$ cat src/hw/rtl/assert_macros.svh
// Assertion macros for the RTL of the SPH kernel block.
`ifndef ASSERT_MACROS_SVH
`define ASSERT_MACROS_SVH
`ifndef ASSERT_OFF
`define ASSERT_CLK(label, clk, rst_n, prop, msg) \
    label: assert property (@(posedge clk) disable iff (!rst_n) prop) else $error(msg);
`define ASSERT_IMPLY(label, clk, rst_n, pre, post, msg) \
    label: assert property (@(posedge clk) disable iff (!rst_n) (pre) |-> (post)) else $error(msg);
`else
`define ASSERT_CLK(label, clk, rst_n, prop, msg)
`define ASSERT_IMPLY(label, clk, rst_n, pre, post, msg)
`endif
`endif

$ cat src/hw/rtl/sphk_pkg.sv
// Shared types, codes and helpers of the SPH cubic spline kernel block.
`timescale 1ns / 1ps
package sphk_pkg;

    localparam int FRAC_BITS_DEF = 16;
    localparam int SAT_W         = 72;

    // register reset values, given in Q16.16 and rescaled to the chosen format
    localparam longint RST_FW_Q16     = 119206;
    localparam longint RST_FG_MAG_Q16 = 715236;

    typedef enum logic [1:0] {
        REGION_INNER   = 2'd0,
        REGION_OUTER   = 2'd1,
        REGION_OUTSIDE = 2'd2
    } t_region;

    typedef enum logic [1:0] {
        CFG_RECIP_H     = 2'd0,
        CFG_FACTOR_W    = 2'd1,
        CFG_FACTOR_GRAD = 2'd2
    } t_cfg_index;

    // values that ride alongside the divider
    typedef struct packed {
        logic signed [31:0] w;
        logic signed [31:0] f_inner;
        logic [31:0]        qrh;
        logic signed [31:0] vx;
        logic signed [31:0] vy;
        t_region            region;
    } t_tail;

    typedef struct packed {
        logic signed [31:0] w;
        logic signed [31:0] f;
        logic signed [31:0] gx;
        logic signed [31:0] gy;
        t_region            region;
    } t_result;

    function automatic logic signed [31:0] sat32(input logic signed [SAT_W-1:0] v);
        logic signed [SAT_W-1:0] hi_lim;
        logic signed [SAT_W-1:0] lo_lim;
        hi_lim = {{(SAT_W-31){1'b0}}, {31{1'b1}}};
        lo_lim = {{(SAT_W-31){1'b1}}, {31{1'b0}}};
        if (v > hi_lim) begin
            return {1'b0, {31{1'b1}}};
        end else if (v < lo_lim) begin
            return {1'b1, {31{1'b0}}};
        end
        return v[31:0];
    endfunction

endpackage

$ cat src/hw/rtl/sphk_div.sv
// Pipelined restoring divider: 2^(2*FRAC_BITS) / divisor, one quotient bit per stage.
`timescale 1ns / 1ps
module sphk_div #(
    parameter int FRAC_BITS = sphk_pkg::FRAC_BITS_DEF
) (
    input  logic                   i_clk,
    input  logic                   i_en,
    input  logic [31:0]            i_divisor,
    output logic [2*FRAC_BITS:0]   o_quot
);

    localparam int QW = 2 * FRAC_BITS + 1;

    logic [31:0]   r_dvs [QW];
    logic [31:0]   r_rem [QW];
    logic [QW-1:0] r_quo [QW];

    for (genvar k = 0; k < QW; k++) begin : g_stage
        logic [31:0]   w_dvs;
        logic [31:0]   w_rem;
        logic [QW-1:0] w_quo;
        logic [32:0]   w_trial;
        logic [32:0]   w_diff;
        logic          w_ge;
        logic [31:0]   n_rem;
        logic [QW-1:0] n_quo;

        if (k == 0) begin : g_first
            assign w_dvs = i_divisor;
            assign w_rem = '0;
            assign w_quo = '0;
        end else begin : g_next
            assign w_dvs = r_dvs[k-1];
            assign w_rem = r_rem[k-1];
            assign w_quo = r_quo[k-1];
        end

        // only the top dividend bit is set
        always_comb begin
            w_trial = {w_rem, (k == 0) ? 1'b1 : 1'b0};
            w_diff  = w_trial - {1'b0, w_dvs};
            w_ge    = (w_trial >= {1'b0, w_dvs});
            n_rem   = w_ge ? w_diff[31:0] : w_trial[31:0];
            n_quo   = {w_quo[QW-2:0], w_ge};
        end

        always_ff @(posedge i_clk) begin
            if (i_en) begin
                r_dvs[k] <= w_dvs;
                r_rem[k] <= n_rem;
                r_quo[k] <= n_quo;
            end
        end
    end

    assign o_quot = r_quo[QW-1];

endmodule

$ cat config.mk
export PLATFORM = sky130hd
export DESIGN_NAME = sphk_div
export DESIGN_NICKNAME = d
export VERILOG_FILES = /design/src/hw/rtl/assert_macros.svh /design/src/hw/rtl/sphk_pkg.sv /design/src/hw/rtl/sphk_div.sv
export SDC_FILE = /design/constraint.sdc
export NUM_CORES = 2
export LEC_CHECK = 0
export CAP_MARGIN = 5
export CORE_ASPECT_RATIO = 0.75
export CORE_MARGIN = 1
export CORE_UTILIZATION = 53
export CTS_BUF_LIST = sky130_fd_sc_hd__clkbuf_2
export DETAILED_ROUTE_END_ITERATION = 7
export DONT_BUFFER_PORTS = 1
export PLACE_DENSITY = 0.67
export SETUP_SLACK_MARGIN = 0.15
export SYNTH_ARGS = -nofsm -noshare
export SYNTH_HDL_FRONTEND = slang
export SYNTH_SLANG_ARGS = --single-unit
export TNS_END_PERCENT = 5
$ cat constraint.sdc
create_clock -name i_clk -period 5.6 [get_ports i_clk]
set_input_delay 0.84 -clock i_clk [delete_from_list [all_inputs] [get_ports i_clk]]
set_output_delay 0.84 -clock i_clk [all_outputs]
set_load 0.01 [all_outputs]
# Yosys cells after proc, flatten, opt, wreduce, memory -nomap -nowiden
# Memories as Yosys holds them, arrays and structs flattened.
# Index checks and enable logic that the tools add are counted.
[totals]
regBits = 0
mem_bits_rw = 3201
input_bits = 34
out_inout_bits = 33
wordCells = 104
n_memories = 3
[classes]
addsub = 33
magnitude_cmp = 33
n_mux = 35
[mem_list]
columns = ["memory", "words", "word_bits", "rd", "rd_ports_with_merged_regs", "wr", "line_no", "rtl"]
rows = [
  ["r_quo", 33, 33, 33, 0, 33, "sphk_div.sv:16", "logic [QW-1:0] r_quo [QW];"],
  ["r_dvs", 33, 32, 32, 0, 33, "sphk_div.sv:14", "logic [31:0] r_dvs [QW];"],
  ["r_rem", 33, 32, 32, 0, 33, "sphk_div.sv:15", "logic [31:0] r_rem [QW];"],
]
[ops]
columns = ["cell", "n"]
rows = [
  [">= comparator 33 x 32 -> 1 bit", 32],
  ["2-to-1 mux 32 bit", 33],
  ["subtractor 32 bit", 32],
  [">= comparator 1 x 32 -> 1 bit (first input constant)", 1],
  ["subtractor 1 x 32 -> 32 bit (first input constant)", 1],
  ["2-to-1 mux 1 bit", 2],
]

# Depth between registers and ports, before layout
# An unclocked memory read counts as a cell.
[logic_depth]
word_depth = 3
ltp_mapped = 17
ltp_nobuf = 14

# Worst setup path before layout
# OpenSTA, ideal clock, no wires.
[synth_timing]
path_kind = "reg2reg"
start = "memory r_dvs[22][1], in the netlist r_dvs[0][705]"
end = "memory r_rem[23][4], in the netlist r_rem[0][740] (data pin)"
setup_ns = 0.260
arrival_ns = 3.349
required_ns = 5.340
path_slack_ns = 1.991
stages_incl_launch_ff = 16
path_buffers = 1
period_less_slack_ns = 3.609
path_cell_list = "edfxtp_1 inv_1 ha_1 nor2b_1 o21bai_1 nand4_1 a31oi_1 o21ai_1 a21oi_1 o21ai_1 a221oi_1 a21o_1 a21oi_1 a2111oi_4 buf_4 mux2_2"
[synth_lines]
columns = ["element", "line_no"]
rows = [
  ["start, declared", "sphk_div.sv:14"],
  ["end, declared", "sphk_div.sv:15"],
]

==> results.sh <==
export IMPL_outcome="finished, violations left"
export IMPL_violated_checks="design-rule violations"
export IMPL_drive_gt1_share_pct=11.1
export IMPL_ctsHtreeMaxLevel=6
export IMPL_critical_path_cell_chain="ha_1, nor2b_1, o31ai_1, a211oi_1, o31ai_1, o2bb2ai_1, o221ai_1, a21o_1, a31oi_1, o31ai_1, a31oi_4, buf_4, o21ai_0"
export IMPL_core_area_um2=266000
export IMPL_dieArea_um2=270000
export IMPL_synthesis_area_um2=142000
export IMPL_cpMostUsedCell="sky130_fd_sc_hd__o31ai_1"
export IMPL_root_buffer="sky130_fd_sc_hd__clkbuf_2"
export IMPL_worst_path_largest_cell_delay_ps=720
export IMPL_final_period_minus_worst_setup_slack_ps=4820
export IMPL_cap_violations=0
export IMPL_synth_seq_cells=2609
export IMPL_non_filler_instance_count_after_layout=16900
export IMPL_hold_viol_final=0
export IMPL_cellLeakagePower_nw=62.7
export IMPL_worst_hold_startpoint="i_divisor[29]"
export IMPL_min_path_cells=2
export IMPL_synthesis_instances=12300
export IMPL_finalNetCount=13900
export IMPL_synth_cell_types=102
export IMPL_detail_route_drc_violations=6
export IMPL_cts_inserted_buffers=644
export IMPL_rsz_0062_raised_after_global_routing="no"
export IMPL_criticalPathCategory="flip-flop to flip-flop"
export IMPL_cts_hold_fix_buffers=64
export IMPL_grtUsageMet1_pct=34.6
export IMPL_tot_pwr_mw=86.6
export IMPL_groute_usage_overall_pct=24.0
export IMPL_detailed_place_area_um2=146000
export IMPL_met3_usage_pct=3.99
export IMPL_worstReg2RegStart="r_rem[0][160]"
export IMPL_finalClockSkew_ps=203
export IMPL_grt_remaining_overflow=0
export IMPL_filler_cell_count=22500
export IMPL_final_core_utilization_pct=57.4
export IMPL_finalSetupViolations=0
export IMPL_drt_total_wl_mm=330
export IMPL_critPathSlowestCell="sky130_fd_sc_hd__a31oi_4"
export IMPL_average_footprint_of_a_synthesized_cell_um2=11.5
export IMPL_grt_max_degree=292
export IMPL_tritoncts_num_sinks=2609
export IMPL_insertion_delay_ps=1840
export IMPL_initialDrtViolationCount=8385
export IMPL_worst_r2r_setup_slack_ps=780
export IMPL_detailedPlacementHpwl_mm=237
export IMPL_post_route_period_util_pct=86.0
export IMPL_timing_worst_slew_pin_value_ps=1450
export IMPL_pwr_density_cell_nw_per_um2=566
export IMPL_timing_max_slew_rel_slack_pct=3.22
export IMPL_cts_setup_buffers=0
export IMPL_startpoint_types="flip-flop"
export IMPL_max_slew_violation_count=0
export IMPL_buffer_ports_inserted=0
export IMPL_grt_first_pass_wirelength_mm=516
export IMPL_max_clock_freq_ghz=0.208
export IMPL_setup_slack_ps=782
export IMPL_cts_repair_resized=0
export IMPL_crit_path_end_kind="flip-flop"
export IMPL_placed_instances=15700
export IMPL_synthToLayoutAreaGrowth_pct=7.73
export IMPL_tritoncts="yes"
export IMPL_routed_via_count=96300
export IMPL_synth_warning_count=0
export IMPL_finalInstanceArea_um2=153000
export IMPL_synth_edff_count=2609
export IMPL_worstPathRequired_ps=7080
export IMPL_grtUsageMet2_pct=37.3
export IMPL_reg2regPathDepth=13
export IMPL_number_of_global_route_vias_before_repair=93700
export IMPL_top_ff_cell_synth="sky130_fd_sc_hd__edfxtp_1"
export IMPL_cts_reportedPaths_clkPinSlew_ps=140
export IMPL_hold_path_endpoint="r_dvs[0][29]"
export IMPL_power_ir_vdd_worst_mv=0.404
export IMPL_io_pin_count=67
export IMPL_vias_cell=5.70
export IMPL_antenna_violating_nets_post_route=0
export IMPL_drt_pre_antenna_iters=8
export IMPL_timing_critical_path_fanout_max=30
export IMPL_postSynthNetCount=13400
export IMPL_worst_slack_after_detailed_placement_ps=-864
export IMPL_cts_path_max_buffers=4
export IMPL_die_y_um=450
export IMPL_critical_path_at_ps=6290
export IMPL_std_cell_rows=164
export IMPL_reg2reg_to="r_rem[0][220]"
export IMPL_number_of_antenna_violations_at_the_first_check_in_global_routing=15
export IMPL_routed_wire_length_per_instance_um=19.5
export IMPL_synth_seq_area_share_pct=55.2
export IMPL_start_util_pct=53.3
export IMPL_horizontal_extent_of_the_die_um=599
export IMPL_busiest_layer="met2"
export IMPL_min_delay_path_class="primary input to flip-flop"
export IMPL_routability_congestion=0.933
export IMPL_async_set_or_reset_register_ratio_after_synthesis_pct=0
[sequential cells by signal, summed over array words and instances, names as in the netlist]
| register | cells |
|---|---|
| r_dvs | 1024 |
| r_quo | 561 |
| r_rem | 1024 |
[report_power, final]
group	switching (mW)	internal, mW
sequential	3.38	28.9
combinational	23.6	17.8
clock	7.85	5.10
[kinds of logic (layout without fill, tap and decap cells)]
group | count (synthesis) | after routing | synth area share [%]
AOI/OAI and AO/OA | 3297 | 3297 | 14.5
xor gates and xnor gates | 819 | 819 | 5.05
adders and majority gates | 1055 | 1055 | 9.47
buffers and inverters | 1545 | 2524 | 4.18
DFF | 2609 | 2609 | 55.2
muxes | 347 | 347 | 2.76
other | 0 | 10 | 0
and+or+nand+nor | 2644 | 2644 | 8.80
[how the worst max path moves through the flow]
stage | endpoint | start | slack, ps
after global placement | r_quo[0][1068] | i_en | -650
after global routing | r_rem[0][218] | r_rem[0][160] | 510
after floorplan | r_rem[0][740] | r_dvs[0][705] | 1990
after detailed placement | r_quo[0][1068] | i_en | -860
after CTS | r_rem[0][220] | r_rem[0][160] | 810
final | r_rem[0][220] | r_rem[0][160] | 780
[Yosys cell counts (31+ instances only)]
master                     count  area, um^2
sky130_fd_sc_hd__nand2_1     845        3170
sky130_fd_sc_hd__o211ai_1     37         278
sky130_fd_sc_hd__nand3_1     200        1000
sky130_fd_sc_hd__nand2b_1    186        1160
sky130_fd_sc_hd__edfxtp_1   2609       78300
sky130_fd_sc_hd__nor2_1      667        2500
sky130_fd_sc_hd__clkbuf_1    187         702
sky130_fd_sc_hd__and3_1       64         400
sky130_fd_sc_hd__nor2b_1     183        1140
sky130_fd_sc_hd__and2_1       58         363
sky130_fd_sc_hd__a21oi_1     982        4910
sky130_fd_sc_hd__a21o_1      447        3360
sky130_fd_sc_hd__o21ai_0     871        4360
sky130_fd_sc_hd__nand4_1     141         882
sky130_fd_sc_hd__o21bai_1    126         946
sky130_fd_sc_hd__ha_1       1024       12800
sky130_fd_sc_hd__o31ai_1      60         450
sky130_fd_sc_hd__nor3_1      122         611
sky130_fd_sc_hd__fa_1         31         621
sky130_fd_sc_hd__a211oi_1     66         495
sky130_fd_sc_hd__nor4_1       42         263
sky130_fd_sc_hd__a31oi_1      92         576
sky130_fd_sc_hd__mux2_2      296        3330
sky130_fd_sc_hd__xnor2_1     465        4070
sky130_fd_sc_hd__or2_2        33         206
sky130_fd_sc_hd__xor2_1      354        3100
sky130_fd_sc_hd__o31a_1       45         394
sky130_fd_sc_hd__o21ai_1      50         250
sky130_fd_sc_hd__a21boi_0     41         308
sky130_fd_sc_hd__inv_1      1276        4790
sky130_fd_sc_hd__or3_1        36         225
sky130_fd_sc_hd__o21a_1      158        1190
sky130_fd_sc_hd__buf_2        52         260
[area by class of cell]
cell class	count	area, um^2	share of cell area (%)
clock buffer	907	4540	2.97
clock inverter	206	1290	0.845
timing repair buffer	134	1580	1.03
inverter	1277	4790	3.14
tap	3569	4470	2.92
multi-input combinational	8162	57800	37.8
sequential	2609	78300	51.2
antenna	10	25.0	0.0164
[placed cells by master (no fill, tap or decap), types with 141 or more instances in the layout]
master	n
sky130_fd_sc_hd__edfxtp_1	2609
sky130_fd_sc_hd__inv_1	1276
sky130_fd_sc_hd__ha_1	1024
sky130_fd_sc_hd__a21oi_1	980
sky130_fd_sc_hd__clkbuf_2	907
sky130_fd_sc_hd__o21ai_0	871
sky130_fd_sc_hd__nand2_1	844
sky130_fd_sc_hd__nor2_1	666
sky130_fd_sc_hd__xnor2_1	465
sky130_fd_sc_hd__a21o_1	447
sky130_fd_sc_hd__xor2_1	354
sky130_fd_sc_hd__mux2_2	296
sky130_fd_sc_hd__nand3_1	199
sky130_fd_sc_hd__nand2b_1	186
sky130_fd_sc_hd__nor2b_1	183
sky130_fd_sc_hd__o21a_1	158
sky130_fd_sc_hd__nand4_1	141
[routing by layer]
| layer | up-vias | part of all wire [%] |
|---|---|---|
| met5 | - | 0.032 |
| met1 | 46000 | 46 |
| met2 | 3121 | 45 |
| met3 | 636 | 6.4 |
| li1 | 46500 | - |
| met4 | 16 | 2.7 |
[metrics by stage]
stage,TNS [ps],hold slack [ps]
after detailed placement,-226320,405
final,0,351
after global routing,0,197
after floorplan,0,400
after global placement,-166730,400
after CTS,0,-1120
[critical path: cells and delay by family, from the launching register on]
family                     cells  cell delay (ps)
AOI/OAI and AO/OA             10             3270
DFF                            1              450
adders and majority gates      1              330
buffers and inverters          1              320
and+or+nand+nor                1              160
No activity file was read; power rests on OpenSTA's default activity.
